**src/rtl/bpd_pkg.sv**
```systemverilog
// Package for the batch parameter deframer.
// Holds the word payload types, the result kind codes and the parser phases.
`default_nettype none

package bpd_pkg;

  typedef enum logic [1:0] {
    KIND_PARAM  = 2'd0,
    KIND_ACCEPT = 2'd1,
    KIND_REJECT = 2'd2
  } kind_e;

  typedef enum logic [5:0] {
    PH_START   = 6'b000001,
    PH_WIDTH   = 6'b000010,
    PH_LENGTH  = 6'b000100,
    PH_BATCH   = 6'b001000,
    PH_COMMAND = 6'b010000,
    PH_PARAM   = 6'b100000
  } phase_e;

  localparam logic [7:0] WIDTH_ONE  = 8'd1;
  localparam logic [7:0] WIDTH_TWO  = 8'd2;
  localparam logic [7:0] WIDTH_FOUR = 8'd4;

  localparam logic [7:0] MARKER_RESET = 8'hFF;

  typedef struct packed {
    logic [7:0] rx_byte;
  } rx_word_t;

  typedef struct packed {
    logic [7:0] setup_marker;
  } cfg_word_t;

  typedef struct packed {
    kind_e              kind;
    logic [7:0]         command;
    logic [7:0]         message_index;
    logic [7:0]         param_index;
    logic signed [15:0] param_value;
    logic               batch_end;
  } result_t;

endpackage

`default_nettype wire

```
**src/rtl/bpd_stream_if.sv**
```systemverilog
// Valid/ready channel carrying one word of a packed payload type.
// Payload types come from bpd_pkg.
`default_nettype none

interface bpd_stream_if #(
  parameter type payload_t = logic [7:0]
);
  logic     valid;
  logic     ready;
  payload_t data;

  modport source (output valid, output data, input ready);
  modport sink   (input valid, input data, output ready);
endinterface

`default_nettype wire

```
**src/rtl/bpd_parser.sv**
```systemverilog
// Setup and batch parser: all framing state plus the per-byte next-state logic.
// Uses bpd_pkg for phases, kinds, width codes and the result type.
`default_nettype none

module bpd_parser (
  input  wire logic            clk_i,
  input  wire logic            rst_ni,
  input  wire logic            step_i,
  input  wire logic [7:0]      rx_byte_i,
  input  wire logic [7:0]      setup_marker_i,
  output      logic            has_result_o,
  output      bpd_pkg::result_t result_o
);

  bpd_pkg::phase_e phase_q, phase_d;
  logic        configured_q, configured_d;
  logic [2:0]  word_bytes_q, word_bytes_d;
  logic [7:0]  params_per_msg_q, params_per_msg_d;
  logic [7:0]  msgs_per_batch_q, msgs_per_batch_d;
  logic [2:0]  pending_width_q, pending_width_d;
  logic [7:0]  pending_length_q, pending_length_d;
  logic [7:0]  msg_cnt_q, msg_cnt_d;
  logic [7:0]  param_cnt_q, param_cnt_d;
  logic [1:0]  byte_cnt_q, byte_cnt_d;
  logic [15:0] acc_q, acc_d;
  logic [7:0]  cmd_q, cmd_d;

  logic [15:0] acc_next;
  logic [2:0]  byte_cnt_inc;
  logic [7:0]  param_cnt_inc;
  logic [7:0]  msg_cnt_inc;
  logic        last_par;
  logic        last_msg;
  logic        width_ok;

  assign acc_next      = {acc_q[7:0], rx_byte_i};
  assign byte_cnt_inc  = {1'b0, byte_cnt_q} + 3'd1;
  assign param_cnt_inc = param_cnt_q + 8'd1;
  assign msg_cnt_inc   = msg_cnt_q + 8'd1;
  assign last_par      = param_cnt_inc >= params_per_msg_q;
  assign last_msg      = msg_cnt_inc >= msgs_per_batch_q;
  assign width_ok      = (rx_byte_i == bpd_pkg::WIDTH_ONE) ||
                         (rx_byte_i == bpd_pkg::WIDTH_TWO) ||
                         (rx_byte_i == bpd_pkg::WIDTH_FOUR);

  always_comb begin
    phase_d          = phase_q;
    configured_d     = configured_q;
    word_bytes_d     = word_bytes_q;
    params_per_msg_d = params_per_msg_q;
    msgs_per_batch_d = msgs_per_batch_q;
    pending_width_d  = pending_width_q;
    pending_length_d = pending_length_q;
    msg_cnt_d        = msg_cnt_q;
    param_cnt_d      = param_cnt_q;
    byte_cnt_d       = byte_cnt_q;
    acc_d            = acc_q;
    cmd_d            = cmd_q;
    has_result_o     = 1'b0;
    result_o         = '0;

    unique case (phase_q)
      bpd_pkg::PH_START: begin
        if (rx_byte_i == setup_marker_i) begin
          phase_d = bpd_pkg::PH_WIDTH;
        end else if (configured_q) begin
          msg_cnt_d   = '0;
          cmd_d       = rx_byte_i;
          param_cnt_d = '0;
          byte_cnt_d  = '0;
          acc_d       = '0;
          phase_d     = bpd_pkg::PH_PARAM;
        end
      end
      bpd_pkg::PH_WIDTH: begin
        if (width_ok) begin
          pending_width_d = rx_byte_i[2:0];
          phase_d         = bpd_pkg::PH_LENGTH;
        end else begin
          phase_d         = bpd_pkg::PH_START;
          has_result_o    = 1'b1;
          result_o.kind   = bpd_pkg::KIND_REJECT;
        end
      end
      bpd_pkg::PH_LENGTH: begin
        if (rx_byte_i != 8'd0) begin
          pending_length_d = rx_byte_i;
          phase_d          = bpd_pkg::PH_BATCH;
        end else begin
          phase_d          = bpd_pkg::PH_START;
          has_result_o     = 1'b1;
          result_o.kind    = bpd_pkg::KIND_REJECT;
        end
      end
      bpd_pkg::PH_BATCH: begin
        phase_d       = bpd_pkg::PH_START;
        has_result_o  = 1'b1;
        if (rx_byte_i != 8'd0) begin
          word_bytes_d     = pending_width_q;
          params_per_msg_d = pending_length_q;
          msgs_per_batch_d = rx_byte_i;
          configured_d     = 1'b1;
          result_o.kind    = bpd_pkg::KIND_ACCEPT;
        end else begin
          result_o.kind    = bpd_pkg::KIND_REJECT;
        end
      end
      bpd_pkg::PH_COMMAND: begin
        cmd_d       = rx_byte_i;
        param_cnt_d = '0;
        byte_cnt_d  = '0;
        acc_d       = '0;
        phase_d     = bpd_pkg::PH_PARAM;
      end
      bpd_pkg::PH_PARAM: begin
        if (byte_cnt_inc < word_bytes_q) begin
          acc_d      = acc_next;
          byte_cnt_d = byte_cnt_inc[1:0];
        end else begin
          has_result_o           = 1'b1;
          result_o.kind          = bpd_pkg::KIND_PARAM;
          result_o.command       = cmd_q;
          result_o.message_index = msg_cnt_q;
          result_o.param_index   = param_cnt_q;
          result_o.param_value   = signed'(acc_next);
          result_o.batch_end     = last_par && last_msg;
          byte_cnt_d             = '0;
          acc_d                  = '0;
          if (!last_par) begin
            param_cnt_d = param_cnt_inc;
          end else begin
            param_cnt_d = '0;
            if (last_msg) begin
              msg_cnt_d = '0;
              phase_d   = bpd_pkg::PH_START;
            end else begin
              msg_cnt_d = msg_cnt_inc;
              phase_d   = bpd_pkg::PH_COMMAND;
            end
          end
        end
      end
      default: begin
        phase_d = bpd_pkg::PH_START;
      end
    endcase
  end

  always_ff @(posedge clk_i or negedge rst_ni) begin
    if (!rst_ni) begin
      phase_q          <= bpd_pkg::PH_START;
      configured_q     <= 1'b0;
      word_bytes_q     <= '0;
      params_per_msg_q <= '0;
      msgs_per_batch_q <= '0;
      pending_width_q  <= '0;
      pending_length_q <= '0;
      msg_cnt_q        <= '0;
      param_cnt_q      <= '0;
      byte_cnt_q       <= '0;
      acc_q            <= '0;
      cmd_q            <= '0;
    end else if (step_i) begin
      phase_q          <= phase_d;
      configured_q     <= configured_d;
      word_bytes_q     <= word_bytes_d;
      params_per_msg_q <= params_per_msg_d;
      msgs_per_batch_q <= msgs_per_batch_d;
      pending_width_q  <= pending_width_d;
      pending_length_q <= pending_length_d;
      msg_cnt_q        <= msg_cnt_d;
      param_cnt_q      <= param_cnt_d;
      byte_cnt_q       <= byte_cnt_d;
      acc_q            <= acc_d;
      cmd_q            <= cmd_d;
    end
  end

  a_batch_needs_setup: assert property (@(posedge clk_i) disable iff (!rst_ni)
    (phase_q == bpd_pkg::PH_PARAM || phase_q == bpd_pkg::PH_COMMAND) |-> configured_q)
    else $error("batch parsing without an accepted setup");

  a_width_legal: assert property (@(posedge clk_i) disable iff (!rst_ni)
    (phase_q == bpd_pkg::PH_PARAM) |->
      (word_bytes_q == 3'd1 || word_bytes_q == 3'd2 || word_bytes_q == 3'd4))
    else $error("word width out of range during batch");

  a_byte_cnt_bound: assert property (@(posedge clk_i) disable iff (!rst_ni)
    (phase_q == bpd_pkg::PH_PARAM) |-> ({1'b0, byte_cnt_q} < word_bytes_q))
    else $error("byte count ran past word width");

  a_param_from_batch: assert property (@(posedge clk_i) disable iff (!rst_ni)
    (has_result_o && result_o.kind == bpd_pkg::KIND_PARAM) |->
      (phase_q == bpd_pkg::PH_PARAM))
    else $error("parameter word outside batch phase");

endmodule

`default_nettype wire

```
**src/rtl/bpd_out_reg.sv**
```systemverilog
// Result register: holds one result word until the receiver takes it.
// Uses bpd_pkg::result_t.
`default_nettype none

module bpd_out_reg (
  input  wire logic             clk_i,
  input  wire logic             rst_ni,
  input  wire logic             load_i,
  input  wire bpd_pkg::result_t data_i,
  input  wire logic             ready_i,
  output      logic             valid_o,
  output      bpd_pkg::result_t data_o,
  output      logic             free_o
);

  logic             vld_q;
  bpd_pkg::result_t data_q;

  assign free_o  = !vld_q || ready_i;
  assign valid_o = vld_q;
  assign data_o  = data_q;

  always_ff @(posedge clk_i or negedge rst_ni) begin
    if (!rst_ni) begin
      vld_q <= 1'b0;
    end else if (load_i) begin
      vld_q <= 1'b1;
    end else if (ready_i) begin
      vld_q <= 1'b0;
    end
  end

  always_ff @(posedge clk_i) begin
    if (load_i) begin
      data_q <= data_i;
    end
  end

endmodule

`default_nettype wire

```
**src/rtl/batch_param_deframer.sv**
```systemverilog
// Batch parameter deframer top level: input word register, marker register,
// parser and result register. Depends on bpd_pkg, bpd_stream_if, bpd_parser, bpd_out_reg.
//
// Usage:
//   rx_i carries one received byte per word. res_o carries parameter words and
//   setup accept/reject words. cfg_i writes the setup marker; write it only
//   while the block is idle. cfg_i is always ready.
//   A byte taken on rx_i is registered in the input register, then parsed and,
//   if it yields a result, loaded into the result register and shown on res_o.
//   Throughput is one byte per cycle while res_o is not stalled, set by the
//   single parse step between the input register and the result register.
//   Reset clears both registers, returns the parser to batch start with no
//   setup and sets the marker to 0xFF. While unconfigured, bytes other than
//   the marker are dropped.
//   When the receiver stalls, the result word holds, the next byte waits unparsed in
//   the input register and rx_i.ready drops once both are full.
`default_nettype none

module batch_param_deframer (
  input wire logic   clk_i,
  input wire logic   rst_ni,
  bpd_stream_if.sink   cfg_i,
  bpd_stream_if.sink   rx_i,
  bpd_stream_if.source res_o
);

  logic             in_vld_q;
  logic [7:0]       in_byte_q;
  logic [7:0]       marker_q;
  logic             out_free;
  logic             step;
  logic             has_result;
  bpd_pkg::result_t result;

  assign cfg_i.ready = 1'b1;
  assign rx_i.ready  = !in_vld_q || out_free;
  assign step        = in_vld_q && out_free;

  always_ff @(posedge clk_i or negedge rst_ni) begin
    if (!rst_ni) begin
      marker_q <= bpd_pkg::MARKER_RESET;
    end else if (cfg_i.valid) begin
      marker_q <= cfg_i.data.setup_marker;
    end
  end

  always_ff @(posedge clk_i or negedge rst_ni) begin
    if (!rst_ni) begin
      in_vld_q <= 1'b0;
    end else if (rx_i.ready) begin
      in_vld_q <= rx_i.valid;
    end
  end

  always_ff @(posedge clk_i) begin
    if (rx_i.valid && rx_i.ready) begin
      in_byte_q <= rx_i.data.rx_byte;
    end
  end

  bpd_parser u_parser (
    .clk_i          (clk_i),
    .rst_ni         (rst_ni),
    .step_i         (step),
    .rx_byte_i      (in_byte_q),
    .setup_marker_i (marker_q),
    .has_result_o   (has_result),
    .result_o       (result)
  );

  bpd_out_reg u_out_reg (
    .clk_i   (clk_i),
    .rst_ni  (rst_ni),
    .load_i  (step && has_result),
    .data_i  (result),
    .ready_i (res_o.ready),
    .valid_o (res_o.valid),
    .data_o  (res_o.data),
    .free_o  (out_free)
  );

endmodule

`default_nettype wire

```
**src/flat_wrapper.sv**
```systemverilog
// flat-port wrapper written by rule: the top's interface ports become plain ports
module batch_param_deframer_flat 
  (clk_i, rst_ni, cfg_i_valid, cfg_i_data, cfg_i_ready, rx_i_valid, rx_i_data, rx_i_ready, res_o_valid, res_o_data, res_o_ready);
  bpd_stream_if #(.payload_t(bpd_pkg::cfg_word_t)) cfg_i_i ();
  bpd_stream_if #(.payload_t(bpd_pkg::rx_word_t)) rx_i_i ();
  bpd_stream_if #(.payload_t(bpd_pkg::result_t)) res_o_i ();
  input wire logic clk_i;
  input wire logic rst_ni;
  input wire logic [$bits(cfg_i_i.valid)-1:0] cfg_i_valid;
  input wire logic [$bits(cfg_i_i.data)-1:0] cfg_i_data;
  output wire logic [$bits(cfg_i_i.ready)-1:0] cfg_i_ready;
  input wire logic [$bits(rx_i_i.valid)-1:0] rx_i_valid;
  input wire logic [$bits(rx_i_i.data)-1:0] rx_i_data;
  output wire logic [$bits(rx_i_i.ready)-1:0] rx_i_ready;
  output wire logic [$bits(res_o_i.valid)-1:0] res_o_valid;
  output wire logic [$bits(res_o_i.data)-1:0] res_o_data;
  input wire logic [$bits(res_o_i.ready)-1:0] res_o_ready;
  assign cfg_i_i.valid = cfg_i_valid;
  assign cfg_i_i.data = cfg_i_data;
  assign cfg_i_ready = cfg_i_i.ready;
  assign rx_i_i.valid = rx_i_valid;
  assign rx_i_i.data = rx_i_data;
  assign rx_i_ready = rx_i_i.ready;
  assign res_o_valid = res_o_i.valid;
  assign res_o_data = res_o_i.data;
  assign res_o_i.ready = res_o_ready;
  batch_param_deframer u_core (.clk_i(clk_i), .rst_ni(rst_ni), .cfg_i(cfg_i_i), .rx_i(rx_i_i), .res_o(res_o_i));
endmodule
```
**config.mk**
```make
export PLATFORM = sky130hd
export DESIGN_NAME = batch_param_deframer_flat
export DESIGN_NICKNAME = d
export VERILOG_FILES = /design/src/rtl/bpd_pkg.sv /design/src/rtl/bpd_stream_if.sv /design/src/rtl/bpd_parser.sv /design/src/rtl/bpd_out_reg.sv /design/src/rtl/batch_param_deframer.sv /design/src/flat_wrapper.sv
export SDC_FILE = /design/constraint.sdc
export NUM_CORES = 1
export LEC_CHECK = 0
export ABC_AREA = 1
export BUFFER_PORTS_ARGS = -buffer_cell sky130_fd_sc_hd__buf_4
export CAP_MARGIN = 10
export CORE_ASPECT_RATIO = 0.6
export CORE_MARGIN = 4
export CORE_UTILIZATION = 55
export CTS_CLUSTER_SIZE = 24
export DETAILED_ROUTE_END_ITERATION = 6
export PLACE_DENSITY = 0.71
export SLEW_MARGIN = 20
export SYNTH_ARGS = -nofsm -noshare
export SYNTH_HDL_FRONTEND = slang
export SYNTH_SLANG_ARGS = --single-unit
```
**constraint.sdc**
```tcl
create_clock -name clk_i -period 3.41 [get_ports clk_i]
set_input_delay 0.1705 -clock clk_i [delete_from_list [all_inputs] [get_ports clk_i]]
set_output_delay 0.1705 -clock clk_i [all_outputs]
set_load 0.02 [all_outputs]
```
Word level (Yosys, flattened, before mapping)
Cells that the tools add are included.

Bits in registers: 132. Output and inout bits: 46. Logic and storage cells: 106.

Add/sub/neg operators: 3. $lt $le $gt $ge: 3. Equality and inequality tests: 15. Muxes and demuxes: 38. Bitwise logic cells: 1. Reductions and logical operators: 24.

Operators with widths (number): two-way mux 8 bit (12); one-hot mux 8 bit (3 select lines) (2); one-hot mux 8 bit (2 select lines) (2); one-hot mux 6 bit (5 select lines) (1); two-way mux 6 bit (4); adder 8 x 1 -> 8 bit, second input constant (2); >= comparator 8 bit (2); two-way mux 2 bit (6); AND reduction 4 bit (3); AND reduction 3 bit (3); == test 8 x 1 -> 1 bit, second input constant (1); == test 8 x 2 -> 1 bit, second input constant (1); == test 8 x 3 -> 1 bit, second input constant (1); == test 8 bit (1); inequality test 2 bit, second input constant (4); one-hot mux 2 bit (4 select lines) (1); nonzero test 8 bit (1); == test 6 x 1 -> 1 bit, second input constant (1); == test 6 x 2 -> 1 bit, second input constant (1); == test 6 x 3 -> 1 bit, second input constant (1); == test 6 x 4 -> 1 bit, second input constant (1); == test 6 x 5 -> 1 bit, second input constant (1); == test 6 bit, second input constant (1); one-hot mux 2 bit (3 select lines) (1); 17 further kinds (30).

Logic depth before layout (Yosys ltp)
Gate-level depths: netlist of run 1.

Depth in word-level cells: 7. Mapped depth: 15.

By module
From an unflattened synthesis of run 1, not the netlist that was laid out.

Cells, all modules: 678. Area total of the unflattened synthesis: 6258.5 um^2.

By module, submodules not included: bpd_parser (instances 1, cells each 577, area an instance 4289.1 um^2, seq. area each 1778.0 um^2); bpd_out_reg (instances 1, cells each 48, area an instance 1336.3 um^2, seq. area each 1316.3 um^2); batch_param_deframer (instances 1, cells each 53, area an instance 633.1 um^2, seq. area each 475.5 um^2).

Worst setup path before layout of run 1
Ideal clock, no wire load.

Path kind: register to register. Start: reg u_core.u_parser.byte_cnt_q[0]. End: reg u_core.u_out_reg.data_q (netlist bit u_core.u_out_reg.data_o[0]), enable pin. Library setup time: 397 ps. Arrival: 2213 ps. Required time: 3013 ps. Setup slack: 800 ps. Stages on the path, launching flop included: 9. Path buffers: 0. Cell sequence: dfrtp_1 -> ha_1 -> ha_1 -> nand3_1 -> nand2_1 -> nand2_1 -> nand3_1 -> nand2_1 -> inv_1.

Cells in the longest elaborated chain, start to end: 5.

RTL lines: start: declaration (line bpd_parser.sv:24) `logic [1:0] byte_cnt_q, byte_cnt_d;`; start signal: assignment (line bpd_parser.sv:173) `byte_cnt_q <= byte_cnt_d;`; adder 2 x 1 -> 3 bit (line bpd_parser.sv:37) `assign byte_cnt_inc = {1'b0, byte_cnt_q} + 3'd1;`; less-than comparator 3 bit (line bpd_parser.sv:116) `if (byte_cnt_inc < word_bytes_q) begin`; two-way mux 1 bit (line bpd_parser.sv:116); one-hot mux 1 bit (4 select lines) (line bpd_parser.sv:62) `unique case (phase_q)`; logical AND 1 bit (line batch_param_deframer.sv:74) `.load_i (step && has_result),`; named net u_core.u_out_reg.load_i (line bpd_out_reg.sv:8) `input wire logic load_i,`; end signal: assignment (line bpd_out_reg.sv:35) `data_q <= data_i;`; end: declaration (line bpd_out_reg.sv:17) `bpd_pkg::result_t data_q;`.

The timed path passes the listed nets, and every way through them passes these cells. A chain may end at the register's enable or synchronous reset.

Worst setup path after layout of run 1
Start: reg u_core.u_parser.param_cnt_q[0]. End: reg u_core.u_parser.msg_cnt_q[1].

Cells in the longest elaborated chain, start to end: 4.

RTL lines: start: declaration (line bpd_parser.sv:23) `logic [7:0] param_cnt_q, param_cnt_d;`; start signal: assignment (line bpd_parser.sv:172) `param_cnt_q <= param_cnt_d;`; adder 8 x 1 -> 8 bit (line bpd_parser.sv:38) `assign param_cnt_inc = param_cnt_q + 8'd1;`; >= comparator 8 bit (line bpd_parser.sv:40) `assign last_par = param_cnt_inc >= params_per_msg_q;`; inequality test 2 bit (no line); AND reduction 6 bit (no line); end signal: assignment (line bpd_parser.sv:171) `msg_cnt_q <= msg_cnt_d;`; end: declaration (line bpd_parser.sv:22) `logic [7:0] msg_cnt_q, msg_cnt_d;`.

Every way passes these cells.

==> metrics.cfg, run 1 <==
[grt]
globalRouteOverflowTotal = 0
grt_first_pass_wirelength_um = 23100
global_route.usage.total_pct = 22.2
grt_pass1_vias = 4555
grt_start_max_net_pins = 82
antenna_found_initial = 0

[power_and_ir_drop]
power_leakage_nw = 3.64
vdd_ir_drop_max_mv = 0.432
power_per_cell_area_nw_per_um2 = 637
p_total_w = 0.00482

[synthesis]
synthesis.area_per_instance_um2 = 9.39
async_flop_share_pct = 61.4
post-synth-top-area-cell = sky130_fd_sc_hd__dfrtp_1
yosysSeqAreaShare_pct = 57.7
cells_taking_the_most_area_after_synthesis = sky130_fd_sc_hd__dfrtp_1 29%, sky130_fd_sc_hd__edfxtp_1 25%, sky130_fd_sc_hd__nand2_1 11%
top_area_cell_type_share_of_the_netlist_area_pct = 29.1
yosysUniqueCellTypes = 38
postSynthRegisterBits = 132
synthFlopType = sky130_fd_sc_hd__dfrtp_1
yosys_warnings = 0
syn_nets = 701
synth_cell_area_um2 = 6190
synth_edf_count = 51
synthesis.instances = 659

[place]
dpl_worst_slack_ps = 781
io_buf_count = 65
place.gp.congestion = 0.820
area_of_placed_instances_um2 = 6780
dp_hpwl_um = 9240

[timing]
drv_slew = 0
fmaxAchievable_mhz = 363
final_min_period_over_clock_period_pct = 80.7
setup_viol = 0
finalHoldViolations = 0
setup_total_negative_slack_ps = 0
tightestPinTransition_ps = 737
period_minus_slack_ps = 2750
hold_ws_ps = 46.5
worst_clock_skew_ps = 6.83
postLayoutSetupSlackWorst_ps = 657
slew_headroom_pct = 50.9
rsz0062_at_grt = false

[clocking]
clk_latency_ps = 420
post_cts_resized = 0
cts_buffers = 17
cts.clk_slew.worst_paths_ps = 60
cts-root-buf = sky130_fd_sc_hd__clkbuf_16
cts_max_path_buffers = 2
clock-sinks = 132
htree_num_levels = 4
tritoncts = yes

[status]
run_status = finished clean

[detailed_routing]
via_per_inst = 5.13
avgRoutedWirePerCell_um = 15.2
finalWirelength_um = 13700
initialDrtViolationCount = 313
drc = 0
drtPass1Iterations = 5
antenna_violating_nets_post_route = 0
vias = 4633

[layout]
largest_register_ff_count = 43
drive_above_1_share_pct = 20.5
final_common_cell = sky130_fd_sc_hd__nand2_1
final_design_area_no_fill_um2 = 7560
nets = 793
syn_to_final_growth_pct = 22.2
most-common-layout-cells = 175 x sky130_fd_sc_hd__nand2_1, 90 x sky130_fd_sc_hd__inv_1, 78 x sky130_fd_sc_hd__nor2_1, 72 x sky130_fd_sc_hd__dfrtp_1, 67 x sky130_fd_sc_hd__buf_4
antenna_cells_inserted = 0

[worst_setup_path]
cp_endpoint_kind = flop
critical_path_peak_fanout = 9
arrival_ps = 3100
ff2ff_path_depth = 14
timing.critical_path.required_ps = 3760
timing.critical_path.from_type = flop
worstSetupPathType = flop to flop

[floorplan]
die_height_um = 90.2
rows = 29
ioPinCount = 67
area_enclosed_by_the_die_boundary_um2 = 13100
start_util_pct = 57.4
die_x_um = 145
core_ar_um2 = 10800

[worst_hold_path]
holdPathStages = 4
hold_path_class = primary input to flop

[run]
maxCapViolations = 0

==> per-stage QoR <==
step           cells  util [%]
6_report         903      70.2
2_1_floorplan    659         -
3_5_place_dp     853      62.9
5_1_grt          903      70.2
4_1_cts          903      70.1
3_3_place_gp     853      62.9
==> cell families (layout without fill, tap and decap cells) <==
logic type	count (synthesis)	after routing	share of synthesized area (%)
other	1	1	0.0606
adder cells (fa/ha/maj)	21	21	4.25
AO/OA/AOI/OAI	69	69	6.45
multiplexers	5	5	0.910
XOR/XNOR	11	11	1.56
AND/OR/NAND/NOR	307	307	21.5
flip-flops	132	132	57.7
buffers and inverters	113	218	7.56
==> synth_stat cells, types with 2 or more instances <==
library cell               instances
sky130_fd_sc_hd__buf_8             2
sky130_fd_sc_hd__nand2_1         175
sky130_fd_sc_hd__o21ai_2          11
sky130_fd_sc_hd__clkbuf_1          5
sky130_fd_sc_hd__nand3_4           2
sky130_fd_sc_hd__buf_2             3
sky130_fd_sc_hd__nor3_1            3
sky130_fd_sc_hd__nor2_2            6
sky130_fd_sc_hd__nor2_4            3
sky130_fd_sc_hd__edfxtp_1         51
sky130_fd_sc_hd__xnor2_1           3
sky130_fd_sc_hd__inv_1            91
sky130_fd_sc_hd__inv_2             9
sky130_fd_sc_hd__mux2_2            5
sky130_fd_sc_hd__nand2_4           2
sky130_fd_sc_hd__nand4_1           3
sky130_fd_sc_hd__nand3_2           3
sky130_fd_sc_hd__o21ai_0          40
sky130_fd_sc_hd__ha_1             21
sky130_fd_sc_hd__dfstp_2           9
sky130_fd_sc_hd__a21oi_1          14
sky130_fd_sc_hd__nand3_1          21
sky130_fd_sc_hd__nand2_2           6
sky130_fd_sc_hd__buf_4             2
sky130_fd_sc_hd__nor2_1           78
sky130_fd_sc_hd__dfrtp_1          72
sky130_fd_sc_hd__xor2_1            8
==> power breakdown <==
group | switching [W] | internal [W] | total, W | leakage, nW
Clock | 0.000692 | 0.00116 | 0.00185 | 0.283
Sequential | 0.000142 | 0.00185 | 0.00199 | 1.56
Combinational | 0.000661 | 0.000311 | 0.000972 | 1.80
Total | 0.00150 | 0.00332 | 0.00482 | 3.64
==> path summary, 6_finish.rpt <==
path	start	end	slack (ps)
max	u_core.u_parser.param_cnt_q[0]	u_core.u_parser.msg_cnt_q[1]	660
min reg2reg	u_core.u_parser.cmd_q[1]	u_core.u_parser.cmd_q[1]	480
max reg2reg	u_core.u_parser.param_cnt_q[0]	u_core.u_parser.msg_cnt_q[1]	660
min	res_o_ready	u_core.u_out_reg.valid_o	50
max in group asynchronous	rst_ni	u_core.u_parser.param_cnt_q[3]	2540
min in group asynchronous	rst_ni	u_core.u_parser.configured_q	370
==> worst max-delay path: stages (launching register included) <==
cell                      delay, ps
sky130_fd_sc_hd__dfrtp_1        420
sky130_fd_sc_hd__ha_1           220
sky130_fd_sc_hd__nand3_1        140
sky130_fd_sc_hd__nor3_1         230
sky130_fd_sc_hd__xor2_1         250
sky130_fd_sc_hd__ha_1           270
sky130_fd_sc_hd__nand2_1        100
sky130_fd_sc_hd__nor2_1          60
sky130_fd_sc_hd__nor2_1         220
sky130_fd_sc_hd__nand3_1        160
sky130_fd_sc_hd__nand2_1        160
sky130_fd_sc_hd__inv_2          120
sky130_fd_sc_hd__nand3_2        180
sky130_fd_sc_hd__nand2_1         80
sky130_fd_sc_hd__nand2_1         70
==> metal layers <==
| metal | share of wire [%] | GRT usage, % | wire, µm | vias to the layer above |
|---|---|---|---|---|
| met2 | 45 | 34.2 | 6240 | 144 |
| met1 | 47 | 30.9 | 6460 | 2205 |
| met5 | 0 | 0 | 0 | - |
| met3 | 6.7 | 6.93 | 922 | 15 |
| met4 | 0.85 | 5.22 | 117 | 0 |
| li1 | - | - | - | 2269 |
==> final cells by class <==
type	count	area, µm²
flip-flops and latches	132	3570
fillers	795	3210
multi-input cells	414	2150
repair buffers	86	694
clock buffers	18	439
inverters	100	375
well taps	139	174
clock inverters	14	160
==> timing repair <==
| action | in CTS | in global routing |
|---|---|---|
| endpoints found under the hold margin | 81 | 0 |
| setup buffers | 0 | 0 |
| hold buffers | 18 | 0 |
Power figures use the tool's default switching activity.
==> run 2: changes to the inputs <==
==> constraint.sdc (replaced) <==
create_clock -name clk_i -period 2.6 [get_ports clk_i]
set_input_delay 0.13 -clock clk_i [delete_from_list [all_inputs] [get_ports clk_i]]
set_output_delay 0.13 -clock clk_i [all_outputs]
set_load 0.02 [all_outputs]
==> metrics.cfg, run 2 (synthesis results as in run 1) <==
[status]
run_status = finished clean

[layout]
final_design_area_no_fill_um2 = 7740
largest_register_ff_count = 43
nets = 801
drive_above_1_share_pct = 23.1
syn_to_final_growth_pct = 25.1
final_common_cell = sky130_fd_sc_hd__nand2_1
most-common-layout-cells = 174 x sky130_fd_sc_hd__nand2_1, 89 x sky130_fd_sc_hd__inv_1, 74 x sky130_fd_sc_hd__nor2_1, 72 x sky130_fd_sc_hd__dfrtp_1, 71 x sky130_fd_sc_hd__buf_4
antenna_cells_inserted = 0
layout.core_utilization_pct = 71.8

[worst_setup_path]
r2r_slack_ps = 110
worst_path_max_delay_cell = sky130_fd_sc_hd__dfrtp_1
worstPathCellList = ha_2 > nand3_2 > nor3_4 > xor2_1 > ha_1 > nand2_1 > nor2_1 > nor2_2 > nand3_2 > nand2_4 > inv_4 > nand3_4 > nand2_1 > nand2_1
top_cell_family_by_delay_on_the_critical_path = simple AND/OR/NAND/NOR gates
critical_path_peak_fanout = 9
cp_endpoint_kind = flop
arrival_ps = 2840
worstSetupPathType = flop to flop
timing.critical_path.from_type = flop
path_buf_inv = 1
critPathMaxStageDelay_ps = 430
timing.critical_path.required_ps = 2950
critPathMostFrequentCell = sky130_fd_sc_hd__nand2_1

[power_and_ir_drop]
vdd_ir_drop_max_mv = 0.600
power_leakage_nw = 3.71
p_total_w = 0.00642
power_per_cell_area_nw_per_um2 = 829

[grt]
global_route.usage.total_pct = 22.3
grt_pass1_vias = 4661
globalRouteOverflowTotal = 0
grt_start_max_net_pins = 82
grt_first_pass_wirelength_um = 23200
antenna_found_initial = 0

[timing]
slew_headroom_pct = 50.1
fmaxAchievable_mhz = 401
period_minus_slack_ps = 2490
hold_ws_ps = 17.3
finalHoldViolations = 0
worst_clock_skew_ps = 6.70
rsz0062_at_grt = true
tightestPinTransition_ps = 749
drv_slew = 0
final_min_period_over_clock_period_pct = 95.9
setup_viol = 0
postLayoutSetupSlackWorst_ps = 106

[run]
maxCapViolations = 0

[floorplan]
die_x_um = 145
area_enclosed_by_the_die_boundary_um2 = 13100
die_height_um = 90.2
rows = 29
core_ar_um2 = 10800
ioPinCount = 67
start_util_pct = 57.4

[clocking]
htree_num_levels = 4
clock-sinks = 132
cts_max_path_buffers = 2
cts_buffers = 17
clk_latency_ps = 410
cts-root-buf = sky130_fd_sc_hd__clkbuf_16
cts.clk_slew.worst_paths_ps = 50
tritoncts = yes

[detailed_routing]
vias = 4725
antenna_violating_nets_post_route = 0
drtPass1Iterations = 4
avgRoutedWirePerCell_um = 15.6
initialDrtViolationCount = 340
finalWirelength_um = 14200
via_per_inst = 5.19
drc = 0

[worst_hold_path]
hold_path_class = primary input to flop

[place]
io_buf_count = 65
dpl_worst_slack_ps = 78.9
place.gp.congestion = 0.847
dp_hpwl_um = 9320
area_of_placed_instances_um2 = 6810

==> run 2: cell types whose count changed in the layout (fill, tap and decap cells not counted), sizes merged <==
cell / before / now
buf: 68 / 73
bufinv: 3 / 4
clkbuf: 18 / 19
clkinv: 7 / 8
clkinvlp: 4 / 2
dlygate4sd3: 18 / 20
inv: 100 / 99
nor2: 87 / 88
==> run 2: layout make-up <==
cell class / instances / area (µm²)
timing repair buffer: 93 / 764
sequential: 132 / 3570
fill: 763 / 3040
inverter: 100 / 382
tap: 139 / 174
multi-input combinational: 415 / 2250
clock buffer: 19 / 433
clock inverter: 13 / 164
==> run 2: report_power, final <==
group	total (W)	switching, W	internal, W
logic	0.00138	0.000930	0.000450
registers	0.00260	0.000171	0.00243
clock network	0.00244	0.000856	0.00158
total	0.00642	0.00196	0.00446
==> run 2: routing by layer <==
layer  vias up  wire length (µm)  GRT usage (%)
met2       126              6550           34.8
li1       2296                 -              -
met4         0               191           6.48
met1      2286              6610           30.9
met5         -                 0              0
met3        17               833           6.13
==> run 2: repair_timing <==
action                     in CTS  in global routing
resized for setup               2                 21
hold endpoints to repair       90                  0
pin swaps                       0                  8
setup endpoints to repair       7                 22
buffers inserted                0                  3
hold buffers                   20                  0
gates cloned                    0                  1
==> run 2: worst paths after layout <==
kind | startpoint | endpoint | cells past startpoint
worst max-delay path | u_core.u_parser.param_cnt_q[0] | u_core.u_parser.msg_cnt_q[6] | 14
worst min-delay path | cfg_i_valid | u_core.marker_q[1] | 2
worst max register to register | u_core.u_parser.param_cnt_q[0] | u_core.u_parser.msg_cnt_q[6] | 14
worst min register to register | u_core.u_parser.configured_q | u_core.u_parser.configured_q | 2
max in group asynchronous | rst_ni | u_core.u_parser.param_cnt_q[1] | 2
min in group asynchronous | rst_ni | u_core.in_vld_q | 2
==> run 2: metrics by stage <==
stage | TNS, ps | std cells
final | 0 | 911
after global routing | -35.9 | 911
after CTS | 0 | 907
after detailed placement | 0 | 855
after global placement | 0 | 855
after floorplan | 0 | 659
